$ cat config.mk
export PLATFORM = sky130hd
export DESIGN_NAME = stereo_peak_span_direction_detector_top
export DESIGN_NICKNAME = d
export VERILOG_FILES = /design/src/rtl/core/spsdd_pkg.sv /design/src/rtl/core/spsdd_scale.sv /design/src/rtl/core/stereo_peak_span_direction_detector_top.sv
export VERILOG_INCLUDE_DIRS = /design/src /design/src/rtl/core
export SDC_FILE = /design/constraint.sdc
export NUM_CORES = 1
export LEC_CHECK = 0
export CORE_MARGIN = 2
export CORE_UTILIZATION = 59
export CTS_BUF_LIST = sky130_fd_sc_hd__clkbuf_16
export CTS_CLUSTER_DIAMETER = 120
export DETAILED_ROUTE_END_ITERATION = 16
export DONT_BUFFER_PORTS = 1
export PLACE_DENSITY = 0.74
export REMOVE_ABC_BUFFERS = 1
export SLEW_MARGIN = 20
export SYNTH_ARGS = -nofsm -noshare
export SYNTH_HDL_FRONTEND = slang
export SYNTH_SLANG_ARGS = --single-unit
export TNS_END_PERCENT = 5
$ cat constraint.sdc
create_clock -name clk -period 7.9 [get_ports clk]
set_input_delay 1.185 -clock clk [delete_from_list [all_inputs] [get_ports clk]]
set_output_delay 1.185 -clock clk [all_outputs]
set_load 0.005 [all_outputs]
$ cat src/rtl/core/assert_macros.svh
// assertion macros shared by the rtl core
`ifndef ASSERT_MACROS_SVH
`define ASSERT_MACROS_SVH

`ifndef SYNTHESIS

`define ASSERT_IMP(lbl, ante, cons) \
  lbl: assert property (@(posedge clk) disable iff (!rst_n) (ante) |-> (cons)) \
    else $error("assertion failed");

`define ASSERT_NEXT(lbl, ante, cons) \
  lbl: assert property (@(posedge clk) disable iff (!rst_n) (ante) |=> (cons)) \
    else $error("assertion failed");

`else

`define ASSERT_IMP(lbl, ante, cons)

`define ASSERT_NEXT(lbl, ante, cons)

`endif

`endif

$ cat src/rtl/core/spsdd_pkg.sv
// types and constants of the stereo peak span direction detector
`timescale 1ns / 1ps

package spsdd_pkg;

  localparam int RAW_W   = 16;
  localparam int LEVEL_W = 14;
  localparam int TIME_W  = 32;
  localparam int WIN_W   = 16;
  localparam int HOLD_W  = 6;
  localparam int DIR_W   = 2;
  localparam int ADDR_W  = 4;
  localparam int DATA_W  = 32;
  localparam int PROD_W  = RAW_W + LEVEL_W;

  typedef logic [RAW_W-1:0]   raw_t;
  typedef logic [LEVEL_W-1:0] level_t;
  typedef logic [TIME_W-1:0]  time_t;
  typedef logic [WIN_W-1:0]   win_t;
  typedef logic [HOLD_W-1:0]  hold_t;
  typedef logic [DIR_W-1:0]   dir_t;
  typedef logic [ADDR_W-1:0]  addr_t;
  typedef logic [DATA_W-1:0]  data_t;

  typedef struct packed {
    logic   gate;
    level_t left;
    level_t right;
    time_t  now;
  } sample_t;

  localparam level_t SCALE_MUL = 14'd10000;
  localparam raw_t   SCALE_DIV = 16'hFFFF;

  localparam dir_t DIR_NONE  = 2'd0;
  localparam dir_t DIR_LEFT  = 2'd1;
  localparam dir_t DIR_RIGHT = 2'd2;

  localparam logic [1:0] REG_THRESHOLD = 2'd0;
  localparam logic [1:0] REG_WINDOW    = 2'd1;
  localparam logic [1:0] REG_HOLDOFF   = 2'd2;

  localparam level_t THRESHOLD_RST = 14'd5000;
  localparam win_t   WINDOW_RST    = 16'd1000;
  localparam hold_t  HOLDOFF_RST   = 6'd20;
  localparam level_t PEAK_HI_RST   = '0;
  localparam level_t PEAK_LO_RST   = '1;
  localparam hold_t  HOLD_ARMED    = '0;
  localparam hold_t  HOLD_ONE      = 6'd1;

endpackage

$ cat src/rtl/core/spsdd_scale.sv
// scales a raw converter sample to 0..10000 by floor(raw * 10000 / 65535)
`timescale 1ns / 1ps

module spsdd_scale (
  input  spsdd_pkg::raw_t   raw,
  output spsdd_pkg::level_t level
);
  import spsdd_pkg::*;

  logic [PROD_W-1:0] prod;
  level_t            q0;
  logic [RAW_W:0]    r0;

  always_comb begin
    prod  = PROD_W'(raw) * PROD_W'(SCALE_MUL);
    q0    = prod[PROD_W-1:RAW_W];
    r0    = {1'b0, prod[RAW_W-1:0]} + (RAW_W+1)'(q0);
    level = q0 + LEVEL_W'(r0 >= {1'b0, SCALE_DIV});
  end

endmodule

$ cat src/rtl/core/stereo_peak_span_direction_detector_top.sv
// a word accepted at the input passes the s1, s2 and output registers in turn
// throughput: one word per cycle, no bubbles while the output is taken
// the last stage updates the peak trackers, window and holdoff for each gated word
// reset: synchronous active-low rst_n clears the pipeline, trackers and registers
// to their defaults (threshold 5000, window 1000 ms, holdoff 20)
`timescale 1ns / 1ps
`include "assert_macros.svh"

module stereo_peak_span_direction_detector_top (
  input  logic               clk,
  input  logic               rst_n,
  input  logic               in_valid,
  output logic               in_ready,
  input  logic               in_gate_active,
  input  spsdd_pkg::raw_t    in_left_raw,
  input  spsdd_pkg::raw_t    in_right_raw,
  input  spsdd_pkg::time_t   in_now_ms,
  output logic               out_valid,
  input  logic               out_ready,
  output spsdd_pkg::level_t  out_left_level,
  output spsdd_pkg::level_t  out_right_level,
  output spsdd_pkg::dir_t    out_direction,
  input  logic               psel,
  input  logic               penable,
  input  logic               pwrite,
  input  spsdd_pkg::addr_t   paddr,
  input  spsdd_pkg::data_t   pwdata,
  output spsdd_pkg::data_t   prdata,
  output logic               pready
);
  import spsdd_pkg::*;

  // configuration
  level_t thr_r;
  win_t   win_r;
  hold_t  hoff_r;
  logic   cfg_wr;

  // pipeline
  logic    s1_v_r, s2_v_r, out_v_r;
  logic    s1_load, s2_load, out_load;
  logic    s1_gate_r;
  raw_t    s1_left_r, s1_right_r;
  time_t   s1_now_r;
  level_t  sc_left, sc_right;
  sample_t s2_r, s2_nxt;
  level_t  out_left_r, out_right_r;
  dir_t    out_dir_r;

  // tracker state
  level_t lhi_r, llo_r, rhi_r, rlo_r;
  level_t lhi_nxt, llo_nxt, rhi_nxt, rlo_nxt;
  time_t  ws_r, ws_nxt;
  hold_t  hold_r, hold_nxt, hold_step;
  time_t  elapsed;
  level_t lspan, rspan;
  logic   win_hit, exc_l, exc_r;
  dir_t   dir_nxt;
  level_t lvl_l_nxt, lvl_r_nxt;
  logic   lvl_zero;

  assign pready = 1'b1;
  assign cfg_wr = psel & penable & pwrite;

  always_ff @(posedge clk) begin
    if (!rst_n) begin
      thr_r  <= THRESHOLD_RST;
      win_r  <= WINDOW_RST;
      hoff_r <= HOLDOFF_RST;
    end else if (cfg_wr) begin
      unique case (paddr[3:2])
        REG_THRESHOLD: thr_r  <= pwdata[LEVEL_W-1:0];
        REG_WINDOW:    win_r  <= pwdata[WIN_W-1:0];
        REG_HOLDOFF:   hoff_r <= pwdata[HOLD_W-1:0];
        default: ;
      endcase
    end
  end

  always_comb begin
    unique case (paddr[3:2])
      REG_THRESHOLD: prdata = DATA_W'(thr_r);
      REG_WINDOW:    prdata = DATA_W'(win_r);
      REG_HOLDOFF:   prdata = DATA_W'(hoff_r);
      default:       prdata = '0;
    endcase
  end

  // handshake
  assign out_load = s2_v_r & (~out_v_r | out_ready);
  assign s2_load  = s1_v_r & (~s2_v_r | out_load);
  assign in_ready = ~s1_v_r | s2_load;
  assign s1_load  = in_valid & in_ready;

  always_ff @(posedge clk) begin
    if (!rst_n) begin
      s1_v_r  <= 1'b0;
      s2_v_r  <= 1'b0;
      out_v_r <= 1'b0;
    end else begin
      s1_v_r  <= s1_load | (s1_v_r & ~s2_load);
      s2_v_r  <= s2_load | (s2_v_r & ~out_load);
      out_v_r <= out_load | (out_v_r & ~out_ready);
    end
  end

  // input word
  always_ff @(posedge clk) begin
    if (s1_load) begin
      s1_gate_r  <= in_gate_active;
      s1_left_r  <= in_left_raw;
      s1_right_r <= in_right_raw;
      s1_now_r   <= in_now_ms;
    end
  end

  spsdd_scale u_scale_l (
    .raw   (s1_left_r),
    .level (sc_left)
  );

  spsdd_scale u_scale_r (
    .raw   (s1_right_r),
    .level (sc_right)
  );

  assign s2_nxt = {s1_gate_r, sc_left, sc_right, s1_now_r};

  always_ff @(posedge clk) begin
    if (s2_load) begin
      s2_r <= s2_nxt;
    end
  end

  // tracker update
  always_comb begin
    if (hold_r == HOLD_ARMED) begin
      hold_step = HOLD_ARMED;
    end else if (hold_r >= hoff_r) begin
      hold_step = HOLD_ARMED;
    end else begin
      hold_step = hold_r + HOLD_ONE;
    end

    lhi_nxt = (s2_r.left > lhi_r) ? s2_r.left : lhi_r;
    llo_nxt = (s2_r.left < llo_r) ? s2_r.left : llo_r;
    rhi_nxt = (s2_r.right > rhi_r) ? s2_r.right : rhi_r;
    rlo_nxt = (s2_r.right < rlo_r) ? s2_r.right : rlo_r;

    elapsed  = s2_r.now - ws_r;
    win_hit  = elapsed >= TIME_W'(win_r);
    lspan    = lhi_nxt - llo_nxt;
    rspan    = rhi_nxt - rlo_nxt;
    exc_l    = lspan > thr_r;
    exc_r    = rspan > thr_r;
    ws_nxt   = ws_r;
    hold_nxt = hold_step;
    dir_nxt  = DIR_NONE;

    if (win_hit) begin
      ws_nxt = s2_r.now;
      if (exc_l | exc_r) begin
        if (hold_step == HOLD_ARMED) begin
          dir_nxt  = exc_l ? DIR_LEFT : DIR_RIGHT;
          hold_nxt = HOLD_ONE;
        end
        lhi_nxt = s2_r.left;
        llo_nxt = s2_r.left;
        rhi_nxt = s2_r.right;
        rlo_nxt = s2_r.right;
      end
    end

    lvl_l_nxt = s2_r.left;
    lvl_r_nxt = s2_r.right;
    if (!s2_r.gate) begin
      dir_nxt   = DIR_NONE;
      lvl_l_nxt = '0;
      lvl_r_nxt = '0;
    end
  end

  assign lvl_zero = (lvl_l_nxt == '0) && (lvl_r_nxt == '0);

  always_ff @(posedge clk) begin
    if (!rst_n) begin
      lhi_r  <= PEAK_HI_RST;
      llo_r  <= PEAK_LO_RST;
      rhi_r  <= PEAK_HI_RST;
      rlo_r  <= PEAK_LO_RST;
      ws_r   <= '0;
      hold_r <= HOLD_ARMED;
    end else if (out_load && s2_r.gate) begin
      lhi_r  <= lhi_nxt;
      llo_r  <= llo_nxt;
      rhi_r  <= rhi_nxt;
      rlo_r  <= rlo_nxt;
      ws_r   <= ws_nxt;
      hold_r <= hold_nxt;
    end
  end

  always_ff @(posedge clk) begin
    if (out_load) begin
      out_left_r  <= lvl_l_nxt;
      out_right_r <= lvl_r_nxt;
      out_dir_r   <= dir_nxt;
    end
  end

  assign out_valid       = out_v_r;
  assign out_left_level  = out_left_r;
  assign out_right_level = out_right_r;
  assign out_direction   = out_dir_r;

  `ASSERT_IMP(a_event_disarms, out_load && (dir_nxt != DIR_NONE), hold_nxt == HOLD_ONE)
  `ASSERT_IMP(a_ungated_zero, out_load && !s2_r.gate, (dir_nxt == DIR_NONE) && lvl_zero)
  `ASSERT_NEXT(a_stall_freezes_window, out_v_r && !out_ready, $stable(ws_r) && $stable(hold_r))
  `ASSERT_NEXT(a_stall_freezes_peak, out_v_r && !out_ready, $stable(lhi_r) && $stable(llo_r))

endmodule
Yosys cells after proc, flatten, opt, wreduce, memory -nomap -nowiden
Index checks and enable logic that the tools add are counted.

Output and inout bits: 65. Word-level logic and storage cells: 94. Bits in registers: 289.

Reduce and logical (&&, ||, !) cells: 9. Multiply operators: 2. Bitwise gates (word level): 21. $add $sub $neg: 8. Multiplexer cells: 19. $lt $le $gt $ge: 10. Eq/ne operators: 2.

Operators with widths (count): 14-bit two-way mux (12); 14-bit greater-than comparator (4); 16-bit by 10-bit multiplier with 26-bit output (second input constant) (2); 16-bit case mux with 3 select lines (1); 16-bit by 14-bit adder with 17-bit output (2); 17-bit by 16-bit greater-or-equal comparator with 1-bit output (second input constant) (2); 32-bit by 16-bit greater-or-equal comparator with 1-bit output (1); 32-bit subtractor (1); 6-bit two-way mux (5); 14-bit by 1-bit adder with 14-bit output (2); 14-bit < comparator (2); 14-bit subtractor (2); 6-bit logical NOT (2); 1-bit bitwise AND (8); 2-bit AND reduction (4); 1-bit bitwise OR (7); 6-bit by 1-bit adder with 6-bit output (second input constant) (1); 6-bit greater-or-equal comparator (1); 1-bit inverter (6); 4-bit AND reduction (1); 2-bit by 1-bit equality test with 1-bit output (second input constant) (1); 2-bit equality test (second input constant) (1); 2-bit logical NOT (1); 2-bit two-way mux (1); 1-bit logical AND (1).

Depth between registers and ports, before layout
Gate-level depths: netlist of run 1.

Depth after elaboration: 8. Gate-level depth with buffers: 39. Depth with buffers taken out: 37.

Hierarchy
From an unflattened synthesis of run 1, not the netlist that was laid out.

Cell total of the unflattened synthesis: 2809. Area, all modules: 25570.8 sq um.

Modules (own cells, without submodules): stereo_peak_span_direction_detector_top (cells an instance 1879, area an instance 17837.1 sq um, sequential area each 7347.0 sq um, instances 1); spsdd_scale at u_scale_r (cells an instance 465, area an instance 3876.2 sq um, sequential area each 0.0 sq um, instances 1); spsdd_scale at u_scale_l (cells an instance 465, area an instance 3857.4 sq um, sequential area each 0.0 sq um, instances 1).

Worst setup path before layout of run 1
OpenSTA, ideal clock, no wires.

Path kind: register to register. From: register s1_right_r[4]. To: register s2_r[44] (netlist name) (data pin). Clock period less this slack: 7584 ps. Data arrival time: 7315 ps. Setup slack: 316 ps. Stages on the path, launching flop included: 34. Cell sequence: edfxtp_1 inv_1 fa_1 inv_1 ha_1 inv_1 fa_1 inv_1 ha_1 inv_1 fa_1 inv_1 ha_1 clkbuf_1 nand4_1 a211oi_1 nor3_1 o21bai_1 xor2_1 ha_1 a21o_1 a21o_1 a31o_2 a31oi_1 xor2_1 or4_1 a2111o_1 o22ai_1 ha_1 ha_1 nand2_1 nor2_1 nand3_1 xnor2_1.

Cells in the longest elaborated chain, start to end: 4.

RTL lines: start, declared (line stereo_peak_span_direction_detector_top.sv:43) `raw_t s1_left_r, s1_right_r;`; start signal, assigned (line stereo_peak_span_direction_detector_top.sv:112) `s1_right_r <= in_right_raw;`; 16-bit by 10-bit multiplier with 26-bit output (*) (line spsdd_scale.sv:15) `prod = PROD_W'(raw) * PROD_W'(SCALE_MUL);`; 16-bit by 14-bit adder with 17-bit output (line spsdd_scale.sv:17) `r0 = {1'b0, prod[RAW_W-1:0]} + (RAW_W+1)'(q0);`; 17-bit by 16-bit greater-or-equal comparator with 1-bit output (line spsdd_scale.sv:18) `level = q0 + LEVEL_W'(r0 >= {1'b0, SCALE_DIV});`; 14-bit by 1-bit adder with 14-bit output (*) (line spsdd_scale.sv:18); named net sc_right[12] (line stereo_peak_span_direction_detector_top.sv:45) `level_t sc_left, sc_right;`; end signal, assigned (line stereo_peak_span_direction_detector_top.sv:131) `s2_r <= s2_nxt;`; end, declared (line stereo_peak_span_direction_detector_top.sv:46) `sample_t s2_r, s2_nxt;`.

The timed path passes the listed nets; every way through them passes the cells marked *. A chain may end at the register's enable or synchronous reset.

Final worst setup path of run 1
From: register s1_right_r[9]. To: register s2_r[44] (netlist name) (data pin).

The elaborated chain is that of the path after synthesis.

==> flow_summary_export.csv, run 1 <==
group,metric,value,unit
route,wl,52400,µm
placed_design,placed_area,24200,µm²
critical_path,cp.arrival,8000,ps
die,core.rowCount,72,
critical_path,crit_type,"reg2reg",
layout,post-route-util,65.9,%
placed_design,io_buffer_count,0,
outcome,status,"finished clean",
layout,fin_nets,3070,
layout,fin_cells,3102,
run,maxCapViolations,0,
clocking,cts_buffers,34,
timing,tightest_slew,924,ps
critical_path,cpPeakStageDelay,580,ps
route,first_iter_violations,966,
clocking,clock_path_buffers,3,
yosys,async_flop_share,0,%
timing,min_period,7700,ps
yosys,ys_warn_count,0,
yosys,yosys-top-cells-count,"inv_1, ha_1, nand2_1",
grt,grt_pass1_wl,84500,µm
timing,rsz0062_at_grt,"yes",
route,avgRoutedWirePerCell,16.9,µm
critical_path,crit_required,8200,ps
critical_path,cp_max_fo,7,
layout,fin_area,25600,µm²
clocking,ctsRootBufferMaster,"clkbuf_16",
critical_path,slowest_stage,"fa_1",
yosys,synth_flop_cell,"edfxtp_1",
yosys,synth_area_leader_cell,"edfxtp_1",
die,core-area,38800,µm²
yosys,syn_avg_cell_area,9.26,µm²
placed_design,place_congestion,0.907,
grt,grt_overflow_total,0,
clocking,cts_hold_buf,0,
pwr,fin_total_pwr,11.9,mW
die,die_x,203,µm
route,firstDrtPassIters,8,
critical_path,start_kind,"flop",
layout,n_fill_cell,3100,
route,viasPerCell,5.70,
grt,track_usage,25.2,%
yosys,synth_edf_count,156,
timing,fin_crit_sh,97.5,%
die,die_y,203,µm
critical_path,crit-reg2reg-launch,"s1_right_r[9]",
timing,relSlewSlack,38.4,%
clocking,cts.clk_slew.worst_paths,50,ps
timing,hold_viol_final,0,
yosys,synthCells,2523,
clocking,cts_tree,"built",
grt,antenna_found_initial,0,
yosys,ys_seq_area_share,31.5,%
yosys,synth_top_cells_by_area,"edfxtp_1, ha_1, dfxtp_1",
timing,setup_viol,0,
layout,diodes,0,
clocking,clock-sinks,289,
pwr,p_leak,11.8,nW
route,route.detailed.drc,0,
timing,whs,418,ps
critical_path,cp-startpoint,"s1_right_r[9]",
die,dieArea,41200,µm²
timing,drv_slew,0,
placed_design,dp.cells,3035,
timing,max_freq,0.130,GHz
route,dr_total_vias,17694,
grt,grt_max_degree,194,
grt,grt_pass1_vias,17436,
hold_path,hp-class,"reg2reg",
layout,area_delta_synth_final,9.62,%
pwr,vdd_drop_max,0.000397,V
clocking,htreeDepth,2,
die,ios,173,
placed_design,detailed_place_hpwl,39900,µm
yosys,synth_cell_type_count,84,
route,ant_nets,0,
yosys,synth.top_cell.area_share,20.1,%
critical_path,crit_path_end_kind,"flop",
clocking,worstSkewPairLatency,550,ps
hold_path,worstHoldStart,"s1_gate_r",
yosys,synth.most_common_cell,"inv_1",
yosys,synth-seq-cells,289,
pwr,power_density,464,nW/µm²
timing,final.setup_skew,16.8,ps
die,start_util,60.2,%
layout,layout-drive-gt1-share,9.25,%
yosys,post_synth_instance_area,23400,µm²
## area by class of cell
| cell class | count | area [µm²] | share of cell area, % |
|---|---|---|---|
| Timing Repair Buffer | 73 | 548 | 2.14 |
| Tap cell | 518 | 648 | 2.53 |
| Inverter | 367 | 1380 | 5.38 |
| Clock buffer | 34 | 851 | 3.32 |
| Multi-Input combinational cell | 1793 | 14600 | 56.9 |
| Clock inverter | 28 | 251 | 0.982 |
| Sequential cell | 289 | 7350 | 28.7 |
## report_power, final
part | internal, mW | total, mW | switching (mW)
logic | 3.75 | 8.26 | 4.51
registers | 1.87 | 2.06 | 0.187
clock network | 0.921 | 1.56 | 0.642
total | 6.55 | 11.9 | 5.34
## timing repair
| item | CTS | global route |
|---|---|---|
| resized for setup | 1 | 63 |
| gates cloned | 0 | 1 |
| setup buffers | 0 | 4 |
| pin swaps | 0 | 11 |
| endpoints found under the setup margin | 2 | 82 |
## flip-flops by register name, summed over array words and instances (netlist names), 16 cells and up
signal / cells
s2_r: 61
s1_now_r: 32
ws_r: 32
s1_left_r: 16
s1_right_r: 16
win_r: 16
## cells in the final DEF (no fill, tap or decap), drive strengths merged, types with 38 or more instances in the layout
cell type,instances
a21o,76
a21oi,132
and2,38
buf,73
dfxtp,133
edfxtp,156
fa,75
ha,329
inv,378
mux2i,60
nand2,242
nand3,88
nor2,96
o21ai,138
xnor2,78
xor2,42
## stage by stage
step	setup TNS, ps	setup WS (ps)
after floorplan	0	28.3
after global placement	0	103
after detailed placement	-74.1	-46.8
after CTS	0	1.36
after global routing	-1050	-250
final	0	196
## routing by layer
layer,GRT usage [%],vias to the layer above,wire [µm]
met2,42.6,418,24700
li1,-,8777,-
met4,9.36,0,1640
met5,0,-,0
met1,32.0,8381,23100
met3,4.80,118,2900
## cell families after synthesis
| family | count (synthesis) | share of synthesized area (%) |
|---|---|---|
| adders and majority gates | 404 | 24.1 |
| other | 2 | 0.0322 |
| muxes | 88 | 3.92 |
| buffers and inverters | 457 | 7.80 |
| AOI/OAI and AO/OA | 536 | 15.1 |
| and+or+nand+nor | 622 | 12.6 |
| DFF | 289 | 31.5 |
| xor gates and xnor gates | 125 | 4.99 |
## worst paths after layout
| kind | slack (ps) | endpoint | cells past startpoint |
|---|---|---|---|
| max | 200 | s2_r[44] | 31 |
| min | 420 | s2_r[60] | 0 |
| max reg2reg | 200 | s2_r[44] | 31 |
| min reg2reg | 420 | s2_r[60] | 0 |
## worst max-delay path: cells and delay by family (launching register included)
family | cells | cell delay, ps
AO/OA/AOI/OAI | 10 | 2180
adder cells (fa/ha/maj) | 9 | 3240
AND/OR/NAND/NOR | 4 | 870
XOR/XNOR | 3 | 430
buffers and inverters | 5 | 420
flip-flops | 1 | 340
Note: power is estimated with default switching activity, not from simulation.
==> run 2: changes to the inputs <==
--- a/config.mk
+++ b/config.mk
@@ -6,16 +6,18 @@
 export SDC_FILE = /design/constraint.sdc
 export NUM_CORES = 1
 export LEC_CHECK = 0
+export CAP_MARGIN = 20
 export CORE_MARGIN = 2
-export CORE_UTILIZATION = 59
+export CORE_UTILIZATION = 60
 export CTS_BUF_LIST = sky130_fd_sc_hd__clkbuf_16
 export CTS_CLUSTER_DIAMETER = 120
 export DETAILED_ROUTE_END_ITERATION = 16
 export DONT_BUFFER_PORTS = 1
-export PLACE_DENSITY = 0.74
+export PLACE_DENSITY = 0.75
 export REMOVE_ABC_BUFFERS = 1
 export SLEW_MARGIN = 20
 export SYNTH_ARGS = -nofsm -noshare
 export SYNTH_HDL_FRONTEND = slang
+export SYNTH_HIERARCHICAL = 1
 export SYNTH_SLANG_ARGS = --single-unit
 export TNS_END_PERCENT = 5
==> flow_summary_export.csv, run 2 <==
group,metric,value,unit
outcome,status,"finished clean",
timing,rsz0062_at_grt,"yes",
clocking,cts_buffers,34,
timing,fin_crit_sh,96.1,%
clocking,ctsRootBufferMaster,"clkbuf_16",
layout,largest_reg_flops,61,
layout,post-route-util,65.6,%
pwr,p_leak,12.1,nW
yosys,ys_warn_count,6,
grt,antenna_found_initial,1,
timing,tns,0,ps
critical_path,crit_type,"reg2reg",
pwr,seqPwrFrac,15.6,%
timing,relSlewSlack,28.4,%
timing,final.setup_skew,20.1,ps
critical_path,start_kind,"flop",
yosys,synth-seq-cells,289,
grt,grt_overflow_total,0,
die,start_util,60.8,%
placed_design,io_buffer_count,0,
clocking,clock_path_buffers,3,
yosys,synth_edf_count,156,
pwr,swShare,48.2,%
layout,fin_nets,3325,
timing,drv_slew,0,
yosys,synthCells,2809,
route,first_iter_violations,1379,
route,avgRoutedWirePerCell,18.1,µm
die,core-area,42000,µm²
die,core.rowCount,75,
pwr,p_comb_share,72.2,%
clocking,cts_tree,"built",
timing,hold_viol_final,0,
grt,track_usage,27.4,%
clocking,cts.clk_slew.worst_paths,60,ps
yosys,synth_flop_cell,"edfxtp_1",
critical_path,cp.arrival,7890,ps
timing,min_period,7590,ps
route,dr_total_vias,20011,
layout,final_common_cell,"inv_1",
pwr,power_density,485,nW/µm²
layout,area_delta_synth_final,7.92,%
yosys,syn_avg_cell_area,9.10,µm²
critical_path,cp_max_fo,5,
yosys,synth.top_cell.area_share,18.3,%
pwr,p_sw,6.46,mW
route,firstDrtPassIters,5,
yosys,ys_seq_area_share,28.7,%
yosys,synth_area_leader_cell,"edfxtp_1",
timing,tightest_slew,1070,ps
pwr,vdd_drop_max,0.000335,V
timing,max_freq,0.132,GHz
layout,final_cell_mix,"inv_1, ha_1, nand2_1",
route,ant_nets,0,
placed_design,detailed_place_hpwl,46300,µm
die,die_y,210,µm
critical_path,crit_required,8200,ps
pwr,power.internal,6.93,mW
clocking,clock-sinks,289,
layout,reg_top3,"s2_r (61), s1_now_r (32), ws_r (32)",
yosys,async_flop_share,0,%
grt,grt_max_degree,223,
grt,grt_pass1_vias,19361,
placed_design,dp.cells,3307,
yosys,yosys-top-cells-count,"inv_1, ha_1, nand2_1",
die,ios,173,
route,route.detailed.drc,0,
layout,top_register,"s2_r",
pwr,power_frac_clock,12.2,%
run,maxCapViolations,0,
yosys,synth_cell_type_count,117,
yosys,synth.most_common_cell,"inv_1",
clocking,worstSkewPairLatency,560,ps
critical_path,cp_common_cell,"inv_1",
critical_path,cpPeakStageDelay,590,ps
layout,fin_cells,3384,
grt,grt_pass1_wl,98500,µm
route,viasPerCell,5.91,
yosys,synth_top_cells_by_area,"edfxtp_1, ha_1, dfxtp_1",
hold_path,hp-class,"reg2reg",
timing,setup_viol,0,
yosys,post_synth_instance_area,25600,µm²
placed_design,place_congestion,0.928,
route,wl,61100,µm
critical_path,slowest_stage,"fa_1",
layout,layout-drive-gt1-share,8.30,%
die,die_x,210,µm
die,dieArea,44300,µm²
clocking,htreeDepth,2,
critical_path,crit_path_end_kind,"flop",
run 2: cell count changes after synthesis, moves of 8 or more:
cell | before | now
a21o_1 | 76 | 49
a31oi_1 | 10 | 18
and3_1 | 9 | 21
inv_1 | 367 | 388
mux2_2 | 27 | 4
mux2i_1 | 60 | 138
nand2_1 | 242 | 300
nand3_1 | 88 | 42
nor2_1 | 96 | 132
nor2b_1 | 30 | 84
nor4_1 | 6 | 15
o2111ai_1 | 3 | 15
o21ai_0 | 127 | 91
o21bai_1 | 19 | 9
run 2: final cells by class:
class	count	area, µm²
Multi-Input combinational cell	2044	16500
Fill cell	3368	14400
Sequential cell	289	7350
Inverter	388	1460
Clock buffer	34	851
Tap cell	539	674
Timing Repair Buffer	61	458
Clock inverter	28	290
Antenna cell	1	2.50
run 2: path summary, 6_finish.rpt:
| check | slack [ps] | cells past startpoint | endpoint | startpoint |
|---|---|---|---|---|
| setup / recovery | 310 | 33 | s2_r[59] | s1_left_r[4] |
| hold / removal | 400 | 0 | s2_r[22] | s1_now_r[22] |
| setup reg to reg | 310 | 33 | s2_r[59] | s1_left_r[4] |
| hold reg to reg | 400 | 0 | s2_r[22] | s1_now_r[22] |
run 2: routing by layer:
layer / GRT usage (%) / wire length [µm]
met5: 0 / 0
met2: 46.2 / 29100
met1: 35.8 / 26600
met3: 4.62 / 3390
met4: 9.28 / 1980
run 2: critical path, delay by kind of cell (launching register included):
kind / cells / cell delay [ps]
AND/OR/NAND/NOR: 8 / 1470
adder cells (fa/ha/maj): 9 / 3290
buffers and inverters: 7 / 530
AO/OA/AOI/OAI: 6 / 1190
XOR/XNOR: 3 / 480
flip-flops: 1 / 380
run 2: kinds of logic after synthesis:
logic type | synth area share [%]
AO/OA/AOI/OAI | 16.3
XOR/XNOR | 4.51
adder cells (fa/ha/maj) | 21.8
buffers and inverters | 7.97
flip-flops | 28.7
multiplexers | 5.64
other | 0.0294
AND/OR/NAND/NOR | 15.1
run 2: power groups by stage:
| stage | sequential, mW | clock, mW | combinational, mW |
|---|---|---|---|
| floorplan | 2.03 | 0 | 6.83 |
| global placement | 2.12 | 0 | 8.78 |
| detailed placement | 2.12 | 0 | 9.03 |
| finish | 2.09 | 1.63 | 9.66 |
| CTS | 2.09 | 1.67 | 9.12 |
| global route | 2.11 | 1.72 | 10.6 |
run 2: repair_timing:
action                     in CTS  in global routing
setup buffers                   0                 14
setup endpoints to repair       1                 25
hold buffers                    0                  0
pin swaps                       0                  8
resized for setup               1                 43
gates cloned                    0                  0
run 2: per-stage QoR:
step / instance area [µm²] / setup WS (ps) / hold WS, ps / total power [mW]
after floorplan: 25000 / 383 / 400 / 8.86
after global placement: 26100 / 90.3 / 402 / 10.9
after detailed placement: 26100 / 42.0 / 405 / 11.1
after CTS: 27300 / 6.96 / 405 / 12.9
after global routing: 27600 / -58.2 / 411 / 14.5
final: 27600 / 306 / 404 / 13.4
